<file path="src/nested_comment_string_lexer_unit_assert.svh">
// Assertion macros shared by the lexer RTL.
`ifndef NESTED_COMMENT_STRING_LEXER_UNIT_ASSERT_SVH
`define NESTED_COMMENT_STRING_LEXER_UNIT_ASSERT_SVH
`ifndef SYNTHESIS
// Antecedent true implies consequent true in the same cycle.
`define NCSL_ASSERT_IMPLY(label, clk, rst_n, ante, cons, msg) \
    label: assert property (@(posedge clk) disable iff (!(rst_n)) (ante) |-> (cons)) \
        else $error(msg);
// Antecedent true implies consequent true in the next cycle.
`define NCSL_ASSERT_NEXT(label, clk, rst_n, ante, cons, msg) \
    label: assert property (@(posedge clk) disable iff (!(rst_n)) (ante) |=> (cons)) \
        else $error(msg);
`else
`define NCSL_ASSERT_IMPLY(label, clk, rst_n, ante, cons, msg)
`define NCSL_ASSERT_NEXT(label, clk, rst_n, ante, cons, msg)
`endif
`endif

</file>
<file path="src/ncsl_pkg.sv">
// Package with types and constants of the nested comment and string lexer.
`timescale 1ns / 1ps
`default_nettype none
package ncsl_pkg;

    localparam int unsigned MAX_LINE_DEF  = 4096;
    localparam int unsigned MAX_DEPTH_DEF = 255;

    localparam int unsigned CHAR_W  = 16;
    localparam int unsigned START_W = 12;
    localparam int unsigned LEN_W   = 13;
    localparam int unsigned DEPTH_W = 8;

    localparam logic [CHAR_W-1:0] CH_BACKSLASH = 16'h005C;
    localparam logic [CHAR_W-1:0] CH_QUOTE     = 16'h0022;
    localparam logic [CHAR_W-1:0] CH_SLASH     = 16'h002F;
    localparam logic [CHAR_W-1:0] CH_STAR      = 16'h002A;

    typedef enum logic [1:0] {
        KIND_NONE    = 2'd0,
        KIND_STRING  = 2'd1,
        KIND_COMMENT = 2'd2,
        KIND_ERROR   = 2'd3
    } t_span_kind;

endpackage
`default_nettype wire

</file>
<file path="src/nested_comment_string_lexer_unit.sv">
// Top level of the nested block comment and string lexer.
// An accepted input transaction passes the input register and the result register.
// Throughput: one character per cycle unless stalled; the input register, one pass of compare and
// counter logic, and the result register keep a new character entering every cycle.
// A result waiting under stall holds the pipeline only when the next character has one too.
// Reset (i_rst_n low, synchronous) clears the lexer state and both valid flags.
`timescale 1ns / 1ps
`default_nettype none
`include "nested_comment_string_lexer_unit_assert.svh"
module nested_comment_string_lexer_unit #(
    parameter int unsigned MAX_LINE  = ncsl_pkg::MAX_LINE_DEF,
    parameter int unsigned MAX_DEPTH = ncsl_pkg::MAX_DEPTH_DEF
) (
    input  wire logic                          i_clk,
    input  wire logic                          i_rst_n,
    // Input channel: one character per transaction.
    input  wire logic                          i_valid,
    output logic                               o_stall,
    input  wire logic [ncsl_pkg::CHAR_W-1:0]   i_char_code,
    input  wire logic                          i_end_of_line,
    // Output channel: at most one span report per character.
    output logic                               o_valid,
    input  wire logic                          i_stall,
    output logic [1:0]                         o_span_kind,
    output logic [ncsl_pkg::START_W-1:0]       o_span_start,
    output logic [ncsl_pkg::LEN_W-1:0]         o_span_length,
    output logic                               o_line_done,
    output logic                               o_end_in_string,
    output logic [ncsl_pkg::DEPTH_W-1:0]       o_end_comment_depth,
    output logic                               o_overflow
);

    // PW holds a position below MAX_LINE, LW a count up to MAX_LINE itself.
    localparam int unsigned PW = $clog2(MAX_LINE);
    localparam int unsigned LW = $clog2(MAX_LINE + 1);
    localparam int unsigned DW = $clog2(MAX_DEPTH + 1);

    localparam logic [PW-1:0] LAST_POS  = PW'(MAX_LINE - 1);
    localparam logic [LW-1:0] LINE_MAX  = LW'(MAX_LINE);
    localparam logic [DW-1:0] DEPTH_MAX = DW'(MAX_DEPTH);
    localparam logic [DW-1:0] DEPTH_ONE = DW'(1);

    // Input register.
    logic                        r_in_valid;
    logic [ncsl_pkg::CHAR_W-1:0] r_char;
    logic                        r_eol;

    // Lexer state that carries from character to character.
    logic          r_in_string,     n_in_string;
    logic [DW-1:0] r_comment_depth, n_comment_depth;
    logic          r_skip_next,     n_skip_next;
    logic          r_pending_slash, n_pending_slash;
    logic          r_pending_star,  n_pending_star;
    logic [PW-1:0] r_open_start,    n_open_start;
    logic [LW-1:0] r_line_position, n_line_position;
    logic          r_overflow_seen, n_overflow_seen;

    // Result register.
    logic                         r_out_valid;
    ncsl_pkg::t_span_kind         r_kind;
    logic [ncsl_pkg::START_W-1:0] r_start;
    logic [ncsl_pkg::LEN_W-1:0]   r_length;
    logic                         r_line_done;
    logic                         r_end_in_string;
    logic [ncsl_pkg::DEPTH_W-1:0] r_end_depth;
    logic                         r_end_overflow;

    // Values computed for the character in the input register.
    ncsl_pkg::t_span_kind n_kind;
    logic [PW-1:0]        n_start;
    logic [LW-1:0]        n_length;
    logic                 has_result;
    logic                 advance;
    logic                 at_max;
    logic [PW-1:0]        cur_pos;
    logic [PW-1:0]        prev_pos;
    logic [LW-1:0]        end_pos;
    logic                 ovf_now;

    // The character moves on unless it has a result and the result register
    // still holds one that the downstream side is stalling.
    assign has_result = r_eol || (n_kind != ncsl_pkg::KIND_NONE);
    assign advance    = r_in_valid && (!has_result || !r_out_valid || !i_stall);
    assign o_stall    = r_in_valid && !advance;

    // Position of this character; past MAX_LINE characters it is pinned to the
    // last position and spans are clipped to end at MAX_LINE.
    assign at_max   = (r_line_position == LINE_MAX);
    assign cur_pos  = at_max ? LAST_POS : r_line_position[PW-1:0];
    assign prev_pos = (r_line_position == '0) ? '0 :
                      (at_max ? LAST_POS : PW'(r_line_position - LW'(1)));
    assign end_pos  = at_max ? LINE_MAX : (r_line_position + LW'(1));

    always_comb begin
        n_in_string     = r_in_string;
        n_comment_depth = r_comment_depth;
        n_skip_next     = r_skip_next;
        n_pending_slash = r_pending_slash;
        n_pending_star  = r_pending_star;
        n_open_start    = r_open_start;
        n_kind          = ncsl_pkg::KIND_NONE;
        n_start         = '0;
        n_length        = '0;
        ovf_now         = r_overflow_seen || at_max;

        // An escaped character is inert; a pending slash or star may complete a
        // two-character marker; otherwise the character is classified alone.
        priority if (r_skip_next) begin
            n_skip_next = 1'b0;
        end else if (r_pending_slash && (r_char == ncsl_pkg::CH_STAR)) begin
            n_pending_slash = 1'b0;
            if (r_comment_depth == '0) begin
                n_open_start = prev_pos;
            end
            if (r_comment_depth < DEPTH_MAX) begin
                n_comment_depth = r_comment_depth + DEPTH_ONE;
            end else begin
                ovf_now = 1'b1;
            end
        end else if (r_pending_star && (r_char == ncsl_pkg::CH_SLASH)) begin
            n_pending_star = 1'b0;
            if (r_comment_depth == '0) begin
                // A closer with no comment open is reported as an error span.
                n_kind   = ncsl_pkg::KIND_ERROR;
                n_start  = prev_pos;
                n_length = end_pos - LW'(prev_pos);
            end else begin
                if (r_comment_depth == DEPTH_ONE) begin
                    n_kind   = ncsl_pkg::KIND_COMMENT;
                    n_start  = r_open_start;
                    n_length = end_pos - LW'(r_open_start);
                end
                n_comment_depth = r_comment_depth - DEPTH_ONE;
            end
        end else begin
            n_pending_slash = 1'b0;
            n_pending_star  = 1'b0;
            priority if (r_char == ncsl_pkg::CH_BACKSLASH) begin
                n_skip_next = 1'b1;
            end else if ((r_char == ncsl_pkg::CH_QUOTE) && (r_comment_depth == '0)) begin
                if (!r_in_string) begin
                    n_open_start = cur_pos;
                end else begin
                    n_kind   = ncsl_pkg::KIND_STRING;
                    n_start  = r_open_start;
                    n_length = end_pos - LW'(r_open_start);
                end
                n_in_string = !r_in_string;
            end else if ((r_char == ncsl_pkg::CH_SLASH) && !r_in_string) begin
                n_pending_slash = 1'b1;
            end else if ((r_char == ncsl_pkg::CH_STAR) && !r_in_string) begin
                n_pending_star = 1'b1;
            end else begin
                n_pending_slash = 1'b0;
            end
        end

        n_line_position = at_max ? r_line_position : (r_line_position + LW'(1));
        n_overflow_seen = ovf_now;

        // At the line end any span still open is reported up to the line end,
        // and the marker flags, open start and position start over.
        if (r_eol) begin
            if (n_kind == ncsl_pkg::KIND_NONE) begin
                if (n_in_string) begin
                    n_kind   = ncsl_pkg::KIND_STRING;
                    n_start  = n_open_start;
                    n_length = end_pos - LW'(n_open_start);
                end else if (n_comment_depth != '0) begin
                    n_kind   = ncsl_pkg::KIND_COMMENT;
                    n_start  = n_open_start;
                    n_length = end_pos - LW'(n_open_start);
                end
            end
            n_skip_next     = 1'b0;
            n_pending_slash = 1'b0;
            n_pending_star  = 1'b0;
            n_open_start    = '0;
            n_line_position = '0;
            n_overflow_seen = 1'b0;
        end
    end

    // Input register: loads whenever the held character moves on or none is held.
    always_ff @(posedge i_clk) begin
        if (!i_rst_n) begin
            r_in_valid <= 1'b0;
        end else if (!o_stall) begin
            r_in_valid <= i_valid;
        end
        if (i_valid && !o_stall) begin
            r_char <= i_char_code;
            r_eol  <= i_end_of_line;
        end
    end

    // Lexer state register.
    always_ff @(posedge i_clk) begin
        if (!i_rst_n) begin
            r_in_string     <= 1'b0;
            r_comment_depth <= '0;
            r_skip_next     <= 1'b0;
            r_pending_slash <= 1'b0;
            r_pending_star  <= 1'b0;
            r_open_start    <= '0;
            r_line_position <= '0;
            r_overflow_seen <= 1'b0;
        end else if (advance) begin
            r_in_string     <= n_in_string;
            r_comment_depth <= n_comment_depth;
            r_skip_next     <= n_skip_next;
            r_pending_slash <= n_pending_slash;
            r_pending_star  <= n_pending_star;
            r_open_start    <= n_open_start;
            r_line_position <= n_line_position;
            r_overflow_seen <= n_overflow_seen;
        end
    end

    // Result register. The line-end fields read zero on a mid-line result.
    always_ff @(posedge i_clk) begin
        if (!i_rst_n) begin
            r_out_valid <= 1'b0;
        end else if (advance && has_result) begin
            r_out_valid <= 1'b1;
        end else if (!i_stall) begin
            r_out_valid <= 1'b0;
        end
        if (advance && has_result) begin
            r_kind          <= n_kind;
            r_start         <= ncsl_pkg::START_W'(n_start);
            r_length        <= ncsl_pkg::LEN_W'(n_length);
            r_line_done     <= r_eol;
            r_end_in_string <= r_eol && n_in_string;
            r_end_depth     <= r_eol ? ncsl_pkg::DEPTH_W'(n_comment_depth) : '0;
            r_end_overflow  <= r_eol && ovf_now;
        end
    end

    assign o_valid             = r_out_valid;
    assign o_span_kind         = r_kind;
    assign o_span_start        = r_start;
    assign o_span_length       = r_length;
    assign o_line_done         = r_line_done;
    assign o_end_in_string     = r_end_in_string;
    assign o_end_comment_depth = r_end_depth;
    assign o_overflow          = r_end_overflow;

    // A mid-line result never carries line-end state.
    `NCSL_ASSERT_IMPLY(a_midline_clean, i_clk, i_rst_n, o_valid && !o_line_done, !o_end_in_string && (o_end_comment_depth == '0) && !o_overflow, "mid-line result carries line-end state")
    // A processed line end restarts the position count.
    `NCSL_ASSERT_NEXT(a_eol_restart, i_clk, i_rst_n, advance && r_eol, (r_line_position == '0) && !r_skip_next && !r_overflow_seen, "line end did not restart the line")
    // Strings open only outside comments and comments only outside strings.
    `NCSL_ASSERT_IMPLY(a_string_comment_excl, i_clk, i_rst_n, r_in_string, r_comment_depth == '0, "string open inside a comment")
    // At most one of escape, pending slash and pending star is armed.
    `NCSL_ASSERT_IMPLY(a_pending_excl, i_clk, i_rst_n, r_skip_next || r_pending_slash || r_pending_star, $onehot({r_skip_next, r_pending_slash, r_pending_star}), "more than one pending marker")

endmodule
`default_nettype wire

</file>
<file path="config.mk">
export PLATFORM = sky130hd
export DESIGN_NAME = nested_comment_string_lexer_unit
export DESIGN_NICKNAME = d
export VERILOG_FILES = /design/src/ncsl_pkg.sv /design/src/nested_comment_string_lexer_unit.sv
export VERILOG_INCLUDE_DIRS = /design/src /design/src/src
export SDC_FILE = /design/constraint.sdc
export NUM_CORES = 1
export LEC_CHECK = 0
export ABC_AREA = 1
export BUFFER_PORTS_ARGS = -buffer_cell sky130_fd_sc_hd__buf_4
export CAP_MARGIN = 0
export CORE_ASPECT_RATIO = 1.25
export CORE_MARGIN = 2
export CORE_UTILIZATION = 30
export DETAILED_ROUTE_END_ITERATION = 12
export MAX_ROUTING_LAYER = met4
export PLACE_DENSITY_LB_ADDON = 0.05
export SETUP_SLACK_MARGIN = 0.1
export SLEW_MARGIN = 10
export SYNTH_ARGS = -nofsm -noshare
export SYNTH_HDL_FRONTEND = slang
export SYNTH_SLANG_ARGS = --single-unit
</file>
<file path="constraint.sdc">
create_clock -name i_clk -period 4.38 [get_ports i_clk]
set_input_delay 0.876 -clock i_clk [delete_from_list [all_inputs] [get_ports i_clk]]
set_output_delay 0.876 -clock i_clk [all_outputs]
set_load 0.01 [all_outputs]
</file>
# == Word-level counts from Yosys, hierarchy flattened ==
# Index checks and enable logic that the tools add are counted.
# totals
elab_cells,153
out_inout_bits,40
input_bits,21
ff_bits,95
# op_classes
n_addsub,7
reduce_logical,29
mux,86
magnitude_cmp,1
n_eq_ne,11
# op_table
cell,count
$mux W12,23
$mux W13,15
$eq A16 B6 Y1 const B,3
$mux W8,5
$sub A13 B12 Y13,3
$mux W1,34
$mux W2,9
$eq A16 B7 Y1 const B,1
$add A13 B1 Y13 const B,1
$eq A13 B13 Y1 const B,1
$logic_not A13 Y1,1
$sub A12 B1 Y12 const B,1
$logic_and A1 B1 Y1,11
$add A8 B1 Y8 const B,1
$eq A8 B1 Y1 const B,1
$logic_not A8 Y1,1
$lt A8 B8 Y1 const B,1
$reduce_bool A8 Y1,1
$sub A8 B1 Y8 const B,1
$logic_not A1 Y1,6
$ne A2 B2 Y1 const B,3
$reduce_and A3 Y1,2
$logic_or A1 B1 Y1,4
$ne A3 B3 Y1 const B,1
other kinds (4),4

# == Logic depth before layout (Yosys ltp) ==
# Gate-level depths: netlist of the first run.
# depth
ltp_word,21
ltp_mapped,25

# == Least setup slack after synthesis of the first run ==
# OpenSTA, ideal clock, no wires.
# synth_path
path_type,register to register
startpoint,reg r_comment_depth[0]
endpoint,"reg r_length, in the netlist o_span_length[12], data pin"
required_ns,4.131
t_arrival_ns,3.138
path_stages_with_launch,25
setup_slack_ns,0.993
path_cell_list,dfxtp_1 inv_1 ha_1 nand2_2 nor2_2 buf_4 nand2_2 nor2_4 nand2_2 clkbuf_1 a21oi_1 a21oi_1 a221oi_1 inv_1 ha_1 inv_1 nor2_1 nor2_1 nand2_2 nand2_1 nand3_1 nand2_1 nand3_1 nand2_1 inv_1
# synth_between
elab_chain_cells,12
# synth_lines
element,line,text
from (decl),nested_comment_string_lexer_unit.sv:50,"logic [DW-1:0] r_comment_depth, n_comment_depth;"
from (signal assigned),nested_comment_string_lexer_unit.sv:210,r_comment_depth <= n_comment_depth;
$logic_not A8 Y1,"nested_comment_string_lexer_unit.sv:112, nested_comment_string_lexer_unit.sv:122, nested_comment_string_lexer_unit.sv:140",
$logic_and A1 B1 Y1,nested_comment_string_lexer_unit.sv:140,end else if ((r_char == ncsl_pkg::CH_QUOTE) && (r_comment_depth == '0)) begin
$mux W12,nested_comment_string_lexer_unit.sv:140,
$mux W12,nested_comment_string_lexer_unit.sv:138,priority if (r_char == ncsl_pkg::CH_BACKSLASH) begin
$mux W12,nested_comment_string_lexer_unit.sv:120,end else if (r_pending_star && (r_char == ncsl_pkg::CH_SLASH)) begin
$mux W12,nested_comment_string_lexer_unit.sv:110,end else if (r_pending_slash && (r_char == ncsl_pkg::CH_STAR)) begin
$mux W12,nested_comment_string_lexer_unit.sv:108,priority if (r_skip_next) begin
$sub A13 B12 Y13,"nested_comment_string_lexer_unit.sv:168, nested_comment_string_lexer_unit.sv:172",
$mux W13,nested_comment_string_lexer_unit.sv:169,end else if (n_comment_depth != '0) begin
$mux W13,nested_comment_string_lexer_unit.sv:165,if (n_in_string) begin
$mux W13,nested_comment_string_lexer_unit.sv:164,if (n_kind == ncsl_pkg::KIND_NONE) begin
$mux W13 *,nested_comment_string_lexer_unit.sv:163,if (r_eol) begin
named net n_length[12],nested_comment_string_lexer_unit.sv:71,logic [LW-1:0] n_length;
to (signal assigned),nested_comment_string_lexer_unit.sv:232,r_length <= ncsl_pkg::LEN_W'(n_length);
to (decl),nested_comment_string_lexer_unit.sv:62,logic [ncsl_pkg::LEN_W-1:0] r_length;
# Mark *: on every way through the listed nets, which the timed path passes. The rest lies on a longest branch.
# A chain may end at the register's enable or synchronous reset.

# == Worst setup path after layout of the first run ==
# layout_path
startpoint,reg r_comment_depth[0]
endpoint,out o_stall
# layout_between
elab_chain_cells,19
# layout_lines
element,line,text
branches (longest 10 deep; another with $sub A8 B1 Y8),-,
$mux W2 *,nested_comment_string_lexer_unit.sv:163,
$reduce_bool A2 Y1 *,nested_comment_string_lexer_unit.sv:82,assign has_result = r_eol || (n_kind != ncsl_pkg::KIND_NONE);
$logic_or A1 B1 Y1 *,nested_comment_string_lexer_unit.sv:82,
$logic_not A1 Y1 *,nested_comment_string_lexer_unit.sv:83,assign advance = r_in_valid && (!has_result || !r_out_valid || !i_stall);
$logic_or A1 B1 Y1 * (2 in a row),nested_comment_string_lexer_unit.sv:83,
$logic_and A1 B1 Y1 *,nested_comment_string_lexer_unit.sv:83,
$logic_not A1 Y1 *,nested_comment_string_lexer_unit.sv:84,assign o_stall = r_in_valid && !advance;
$logic_and A1 B1 Y1 *,nested_comment_string_lexer_unit.sv:84,
to (decl),nested_comment_string_lexer_unit.sv:18,"output logic o_stall,"
# Every way passes the cells marked *.

==> flow_summary.toml, run 1 <==
[floorplan]
die_width_um = 146.3
num_rows = 65
core_um2 = 25050
die_area_um2 = 26610
io_pins = 61
start_util_pct = 30.32
die_h_um = 181.9

[timing]
finalSetupViolCount = 0
tightest_slew_ns = 0.9312
finalClockSkew_ns = 0.01299
hold_viol = 0
period_share_pct = 90.68
max_freq_mhz = 251.8
fin_crit_ns = 3.972
relSlewSlack_pct = 37.51
slew_violations = 0
setup_slack_ns = 0.4081
setup_tns_ns = 0
rsz0062_at_grt = "true"

[routing]
route.vias.total = 7689
wire_per_inst_um = 18.63
drc = 0
wirelength_um = 28080
drt_iter0_markers = 429
drt_first_pass_iters = 5
antenna_left = 0
vias_per_cell = 5.102

[grt]
grt_usage_pct = 21.95
grt_antenna_before_repair = 0
grt_pass1_vias = 7489
grt_pass1_wl_um = 43160
grt_max_degree = 37
grt.overflow.total = 0

[clock_network]
cts_made_buffers = 9
cts_resized = 0
htreeDepth = 3
ctsLongestPathBuffers = 2
holdBufCountCts = 0
root_buffer = "clkbuf_16"
cts_num_sinks = 95
cts_setup_buffers = 0
cts_tree = "yes"
clk_latency_ns = 0.37
clkTransAtPathRegs_ns = 0.07

[placed_design]
gp_congestion = 0.9159
post-place-cells = 1490
port-buffer-count = 60
placed_cell_area_um2 = 8432
dp_slack_ns = 0.3580
dp_hpwl_um = 22430

[final_layout]
synthToLayoutAreaGrowth_pct = 15.72
drive_gt1_share_pct = 11.60
antenna_cells = 0
n_fill_cell = 2878
fin_nets = 1225
final_util_pct = 35.08
fin_area_um2 = 8788
fin_cells = 1507

[setup_path]
cp-start-kind = "flop"
cp-startpoint = "r_comment_depth[0]"
r2r_setup_slack_ns = 0.42
crit_path_max_fanout = 28
path_cells = "inv_1, ha_1, nand2_2, nor2_2, buf_4, inv_1, a211oi_1, inv_1, nand3_1, nand3_1, inv_1, buf_4"
reg2reg_depth = 23
worstPathArrival_ns = 3.10
critPathSlowestCell = "dfxtp_1"
endpoint_kind = "output pin"
required_ns = 3.50
critPathKind = "reg2out"
reg2reg_from = "r_line_position[0]"
worst_path_most_repeated_cell = "inv_1"
crit_path_max_incr_delay_ns = 0.36
r2r-end = "o_span_length[9]"

[yosys]
syn_avg_cell_area_um2 = 6.836
synthDistinctLibCells = 52
synthFlopType = "edfxtp_1"
synth_top_family_by_area = "simple AND/OR/NAND/NOR gates"
synthSimpleGateAreaFrac_pct = 31.12
seq_area_frac_synth_pct = 32.29
synth_xor_area_share_pct = 2.405
synth_edf_count = 55
synthMuxAreaShare_pct = 0
synthesis.area_um2 = 7595
synth-adder-area-share_pct = 6.392
synth_fp_nets = 1169
yosysWarnings = 0
synthCells = 1111
async_flop_share_pct = 0
synth_compound_area_share_pct = 18.47
synth_seq_cells = 95

[power]
powerDensity_nw_per_um2 = 271.4
power.leakage_nw = 3.975
vdd_drop_max_v = 0.0002040

[hold_path]
hold_end = "o_valid"
holdCritStartpoint = "o_valid"
worstHoldPathCells = 2
holdCritPathClass = "reg2reg"

[job]
cap_violations = 0

[run_status]
outcome = "finished clean"
## sequential cells by signal, summed over array words and instances, names as in the netlist, 2 cells and up
register,cells
o_end_comment_depth,8
o_span_kind,2
o_span_length,13
o_span_start,12
r_char,16
r_comment_depth,8
r_line_position,13
r_open_start,12
## Yosys cell counts (2+ instances only)
cell type | instances | share of area, %
a221oi_1 | 2 | 0.23
clkinv_1 | 2 | 0.099
xnor2_1 | 2 | 0.23
nor2_4 | 4 | 0.59
o22ai_1 | 15 | 1.2
nor3_1 | 14 | 0.92
o21bai_1 | 6 | 0.59
a32o_1 | 2 | 0.26
o21ai_1 | 24 | 1.6
nor2_2 | 4 | 0.33
ha_1 | 34 | 5.6
a22oi_1 | 9 | 0.89
a211oi_1 | 6 | 0.59
nand3b_1 | 4 | 0.40
clkbuf_1 | 18 | 0.89
nor2_1 | 101 | 5.0
a21oi_1 | 81 | 5.3
o21a_1 | 6 | 0.59
buf_2 | 11 | 0.72
a21boi_1 | 2 | 0.20
nand4_1 | 19 | 1.6
nand2_1 | 271 | 13
buf_4 | 2 | 0.20
a21boi_0 | 2 | 0.20
nand2_4 | 2 | 0.30
nor4_1 | 7 | 0.58
inv_1 | 137 | 6.8
o211ai_1 | 4 | 0.40
nand2_2 | 8 | 0.66
nand3_1 | 98 | 6.5
o221ai_1 | 2 | 0.23
nand3_2 | 3 | 0.40
fa_1 | 3 | 0.79
inv_2 | 3 | 0.15
buf_6 | 3 | 0.44
xor2_1 | 17 | 2.0
a21oi_2 | 7 | 0.81
a31oi_1 | 8 | 0.66
edfxtp_1 | 55 | 22
o21ai_0 | 62 | 4.1
dfxtp_1 | 40 | 11
## layout by cell type (no fill, tap or decap), types with 6 or more instances in the layout
master     netlist  routed
o21ai_1         24      24
nand2_2          8       7
o22ai_1         15      15
nor4_1           7       7
a21oi_1         81      81
o21a_1           6       6
xor2_1          17      17
nand3_1         98      98
o21bai_1         6       6
a211oi_1         6       6
a31oi_1          8       7
a22oi_1          9       9
buf_4            2      79
a21oi_2          7       7
nor3_1          14      14
nand2_1        271     271
o21ai_0         62      62
dfxtp_1         40      40
clkbuf_16        0       9
inv_1          137     137
ha_1            34      34
nand4_1         19      19
nor2_1         101     101
edfxtp_1        55      55
## cell families after synthesis
kind of cell    count (synthesis)
compound gates                243
xor+xnor                       20
fa+ha+maj                      37
buf+inv                       177
flops                          95
simple gates                  539
## critical path: cells and delay by family, from the launching register on
| family | cells | cell delay, ns |
|---|---|---|
| buf+inv | 6 | 1.17 |
| simple gates | 4 | 0.60 |
| flops | 1 | 0.36 |
| fa+ha+maj | 1 | 0.30 |
| compound gates | 1 | 0.29 |
## layer usage
layer / vias to the layer above / routed length, um / global-route usage [%]
met5: - / 0 / -
met4: 0 / 1523 / 11.92
met1: 3552 / 11020 / 23.93
met2: 191 / 14480 / 38.70
li1: 3883 / - / -
met3: 63 / 1061 / 2.940
## power breakdown
part	switching, mW	internal [mW]
Clock	0.398	0.506
Sequential	0.0223	0.980
Combinational	0.323	0.155
## worst max-delay path by stage
| stage | to |
|---|---|
| 5_1_grt | o_stall |
| 2_1_floorplan | o_span_length[12] |
| 4_1_cts | o_span_length[9] |
| 3_5_place_dp | o_span_length[9] |
| 6_report | o_stall |
| 3_3_place_gp | o_span_length[9] |
## area by class of cell
cell class	instances	area [um2]	share of cell area, %
multi-input combinational	839	4458	50.73
sequential	95	2452	27.90
timing repair buffer	79	593.1	6.748
inverter	142	540.5	6.150
tap	335	419.2	4.769
clock buffer	10	229.0	2.605
clock inverter	6	91.34	1.039
timing repair inverter	1	5.005	0.05695
## per-stage QoR
step	hold WS, ns	total power, mW
6_report	0.4963	2.385
5_1_grt	0.5361	2.510
4_1_cts	0.4995	2.414
3_5_place_dp	0.4892	1.503
3_3_place_gp	0.4906	1.506
2_1_floorplan	0.4763	1.353
Power figures use the tool's default switching activity.
==> inputs of run 2 (changes only) <==
Settings changed: CAP_MARGIN 0 to default, PLACE_DENSITY from default to 0.54, PLACE_DENSITY_LB_ADDON 0.05 to default.
==> flow_summary.toml, run 2 (same netlist as run 1, synthesis figures left out) <==
[routing]
drt_first_pass_iters = 5
drc = 0
wirelength_um = 26450
antenna_left = 0
drt_iter0_markers = 594
vias_per_cell = 5.176
wire_per_inst_um = 17.51
route.vias.total = 7821

[grt]
grt_pass1_wl_um = 40570
grt_max_degree = 38
grt_usage_pct = 20.29
grt.overflow.total = 0
grt_antenna_before_repair = 0
grt_pass1_vias = 7340

[hold_path]
holdCritPathClass = "reg2reg"
worstHoldPathCells = 2

[clock_network]
root_buffer = "clkbuf_16"
holdBufCountCts = 0
htreeDepth = 3
clkTransAtPathRegs_ns = 0.08
cts_num_sinks = 95
ctsLongestPathBuffers = 2
cts_made_buffers = 9
clk_latency_ns = 0.37
cts_tree = "yes"

[floorplan]
core_um2 = 25050
die_width_um = 146.3
num_rows = 65
die_h_um = 181.9
die_area_um2 = 26610
io_pins = 61
start_util_pct = 30.32

[final_layout]
drive_gt1_share_pct = 11.82
antenna_cells = 0
synthToLayoutAreaGrowth_pct = 15.60
largest_register_ffs = 16
final_common_cell = "nand2_1"
final_util_pct = 35.05
mostFrequentLayoutCells = "271 x nand2_1, 136 x inv_1, 101 x nor2_1"
fin_nets = 1229
regMostFlops = "r_char"

[setup_path]
path_cells = "inv_1, ha_1, nand2_1, nor2_4, nand2_1, clkinvlp_4, nor2_1, inv_1, ha_1, inv_1, fa_1, nand3_1, nand3_1, nand3_1, nand2_1, nand2_1, a21oi_1, o21ai_0, nand3_1, nand2_1, inv_1"
crit_path_max_fanout = 10
worstPathArrival_ns = 4.15
cp-start-kind = "flop"
critPathKind = "reg2reg"
endpoint_kind = "flop"
worst_path_most_repeated_cell = "nand2_1"
crit_path_max_incr_delay_ns = 0.43
required_ns = 4.51
critPathSlowestCell = "fa_1"
reg2reg_depth = 21

[placed_design]
dp_slack_ns = 0.2803
gp_congestion = 0.9557
dp_hpwl_um = 20720
port-buffer-count = 60

[timing]
slew_violations = 0
fin_crit_ns = 4.019
setup_tns_ns = 0
setup_slack_ns = 0.3605
max_freq_mhz = 248.8
tightest_slew_ns = 0.9561
hold_viol = 0
period_share_pct = 91.77
finalSetupViolCount = 0
relSlewSlack_pct = 36.19
finalClockSkew_ns = 0.01504
rsz0062_at_grt = "true"

[power]
powerDensity_nw_per_um2 = 264.0
power.leakage_nw = 3.982
vdd_drop_max_v = 0.0001686

[run_status]
outcome = "finished clean"

[job]
cap_violations = 0
==> run 2: changes by cell type in the layout (fill, tap and decap cells not counted), sizes merged <==
cell | before | now
clkinv | 2 | 4
clkbuf | 10 | 9
bufinv | 2 | 0
buf | 79 | 84
==> run 2: cell type report <==
| class | instances | area, um2 |
|---|---|---|
| repair buffers | 84 | 630.6 |
| clock inverters | 7 | 72.57 |
| well taps | 335 | 419.2 |
| clock buffers | 9 | 225.2 |
| fillers | 2859 | 16270 |
| flip-flops and latches | 95 | 2452 |
| multi-input cells | 839 | 4439 |
| inverters | 142 | 540.5 |
==> run 2: where the power goes <==
group / leakage (nW) / switching (mW) / total, mW / internal [mW]
Combinational: 2.99 / 0.326 / 0.490 / 0.164
Sequential: 0.846 / 0.0206 / 1.00 / 0.980
Clock: 0.143 / 0.424 / 0.827 / 0.404
==> run 2: worst paths after layout <==
kind / startpoint / end / slack [ns]
setup / recovery: r_line_position[1] / o_span_length[12] / 0.36
hold / removal: o_valid / o_valid / 0.51
setup reg to reg: r_line_position[1] / o_span_length[12] / 0.36
hold reg to reg: o_valid / o_valid / 0.51
==> run 2: what timing repair did <==
action | 4_1_cts | 5_1_grt
hold endpoints to repair | 0 | 0
gates resized for setup | 0 | 3
setup buffers | 0 | 3
endpoints found under the setup margin | 0 | 6
==> run 2: metrics by stage <==
step           cell area (um2)  std cells  hold WS [ns]  power (mW)
2_1_floorplan             7595       1111        0.4763       1.353
3_3_place_gp              8447       1492        0.4997       1.500
3_5_place_dp              8447       1492        0.5052       1.499
4_1_cts                   8745       1508        0.5230       2.337
5_1_grt                   8780       1511        0.5427       2.434
6_report                  8780       1511        0.5121       2.318
==> run 2: critical path, delay by kind of cell, from the launching register on <==
| kind | cells | cell delay (ns) |
|---|---|---|
| buffers and inverters | 5 | 0.69 |
| flip-flops | 1 | 0.39 |
| adder cells (fa/ha/maj) | 3 | 0.85 |
| AO/OA/AOI/OAI | 2 | 0.37 |
| AND/OR/NAND/NOR | 11 | 1.47 |
==> run 2: per-layer routing <==
layer / global-route usage, % / wire length (um) / vias to the layer above
li1: - / - / 3890
met1: 23.36 / 10900 / 3649
met2: 35.00 / 13370 / 220
met3: 2.387 / 1043 / 62
met4: 9.981 / 1135 / 0
met5: - / 0 / -
==> inputs of run 3 (changes only) <==
Settings changed: CORE_UTILIZATION 30 to 55, PLACE_DENSITY 0.54 to 0.82.
==> flow_summary.toml, run 3 (same netlist as run 1, synthesis figures left out) <==
[setup_path]
crit_path_max_fanout = 28
worst_path_most_repeated_cell = "inv_1"
critPathKind = "reg2out"
required_ns = 3.50
path_cells = "inv_1, ha_1, nand2_2, nor2_2, buf_6, clkinvlp_4, a211oi_1, inv_1, nand3_1, nand3_1, inv_1, buf_4"
worstPathArrival_ns = 3.14
cp-start-kind = "flop"
worst-path-buf-inv = 6
path_delay_family = "buffers and inverters"
critPathSlowestCell = "dfxtp_1"
reg2reg_depth = 20
r2r_setup_slack_ns = 0.45
endpoint_kind = "output pin"
crit_path_max_incr_delay_ns = 0.35
reg2reg_from = "r_line_position[0]"
r2r-end = "o_span_length[12]"

[power]
swShare_pct = 32.43
powerDensity_nw_per_um2 = 267.6
clock_power_share_pct = 34.6
pwr-share-seq_pct = 44.0
combPwrFrac_pct = 21.4
vdd_drop_max_v = 0.0002879
intPower_mw = 1.541
p_sw_uw = 739.6
power.leakage_nw = 3.952

[clock_network]
clk_latency_ns = 0.35
htreeDepth = 3
ctsLongestPathBuffers = 2
clkTransAtPathRegs_ns = 0.08
cts_made_buffers = 9
root_buffer = "clkbuf_16"
cts_tree = "yes"
cts_num_sinks = 95

[routing]
drt_iter0_markers = 751
dr_wl_met3_um = 1638
drc = 0
vias_per_cell = 5.963
antenna_left = 0
wl_met2_um = 11670
top_layer = "met4"
wire_per_inst_um = 17.95
met1_length_um = 9049
route.vias.total = 8014
drt_first_pass_iters = 8
wirelength_um = 24130

[final_layout]
final_common_cell = "nand2_1"
synthToLayoutAreaGrowth_pct = 12.19
fin_area_um2 = 8521
mostFrequentLayoutCells = "270 x nand2_1, 136 x inv_1, 101 x nor2_1"
antenna_cells = 0
regMostFlops = "r_char"
largest_register_ffs = 16
n_fill_cell = 1292
drive_gt1_share_pct = 11.46
regArea_um2 = 2452
multiInputGateArea_um2 = 4446
fin_nets = 1222

[floorplan]
core_um2 = 13630
die_width_um = 109.1
start_util_pct = 55.71
num_rows = 48
die_area_um2 = 14770
io_pins = 61
die_h_um = 135.4

[timing]
setup_tns_ns = 0
tightest_slew_ns = 1.115
slew_violations = 0
period_share_pct = 91.65
max_freq_mhz = 249.1
rsz0062_at_grt = "false"
finalClockSkew_ns = 0.01031
fin_crit_ns = 4.014
hold_viol = 0
finalSetupViolCount = 0
relSlewSlack_pct = 25.57
whs_ns = 0.5052

[grt]
grt_max_degree = 39
grt_antenna_before_repair = 0
grt_pass1_vias = 7397
grt.overflow.total = 0
grt_usage_pct = 34.18
grt_pass1_wl_um = 37740

[placed_design]
gp_congestion = 0.9809
dp_hpwl_um = 18580
placed_cell_area_um2 = 8187
port-buffer-count = 60

[hold_path]
worstHoldPathCells = 2
hold_end = "o_valid"
holdCritPathClass = "reg2reg"
holdCritStartpoint = "o_valid"

[run_status]
outcome = "finished clean"

[job]
cap_violations = 0
## run 3: power groups by stage
stage | sequential [mW] | combinational [mW] | clock, mW
after global placement | 1.02 | 0.458 | 0
after detailed placement | 1.02 | 0.463 | 0
final | 1.00 | 0.488 | 0.790
after CTS | 1.00 | 0.465 | 0.799
after floorplan | 1.02 | 0.332 | 0
after global routing | 1.01 | 0.539 | 0.825
## run 3: through the flow
step / setup WS, ns / cells / total power, mW / utilization, %
6_report: 0.3658 / 1344 / 2.280 / 62.50
4_1_cts: 0.2390 / 1340 / 2.266 / 62.14
3_5_place_dp: 0.09888 / 1324 / 1.485 / 60.05
2_1_floorplan: 0.9925 / 1111 / 1.353 / -
5_1_grt: 0.1076 / 1344 / 2.370 / 62.50
3_3_place_gp: 0.1154 / 1324 / 1.480 / 60.05
## run 3: layout make-up
class,instances,area share (%)
multi-input combinational,839,52.17
clock buffer,9,2.643
inverter,142,6.314
clock inverter,7,0.6902
tap,175,2.570
timing repair buffer,77,6.828
sequential,95,28.78
## run 3: how the worst max path moves through the flow
stage,from,to,slack (ns),cells past startpoint
after floorplan,r_comment_depth[0],o_span_length[12],0.99,24
after global placement,r_line_position[0],o_span_length[12],0.12,20
after detailed placement,r_line_position[0],o_span_length[12],0.1,20
after CTS,r_line_position[0],o_span_length[12],0.24,20
after global routing,r_line_position[0],o_span_length[12],0.11,21
final,r_comment_depth[0],o_stall,0.37,12
## run 3: repair_timing
action	CTS	global route
hold endpoints to repair	0	0
gates resized for setup	1	5
setup endpoints to repair	1	7
hold buffers	0	0
buffers inserted	0	4
## run 3: metal layers
layer | up-vias | GRT usage [%]
met4 | 0 | 22.72
met1 | 3648 | 40.00
met2 | 382 | 54.66
li1 | 3867 | -
met5 | - | -
met3 | 117 | 4.137
## run 3: worst reg2reg max path: stages (launching register included)
cell	delay (ns)
dfxtp_1	0.45
inv_1	0.09
ha_1	0.26
nand2_1	0.17
nor2_4	0.08
nand2_2	0.23
clkinv_2	0.25
o31ai_2	0.40
nand2_1	0.13
o21ai_0	0.13
nand2_1	0.08
o211ai_1	0.19
ha_1	0.36
a21oi_1	0.25
o21bai_1	0.09
a21oi_1	0.18
nand3_1	0.10
nand2_1	0.06
nand3_1	0.07
nand2_1	0.09
inv_1	0.04
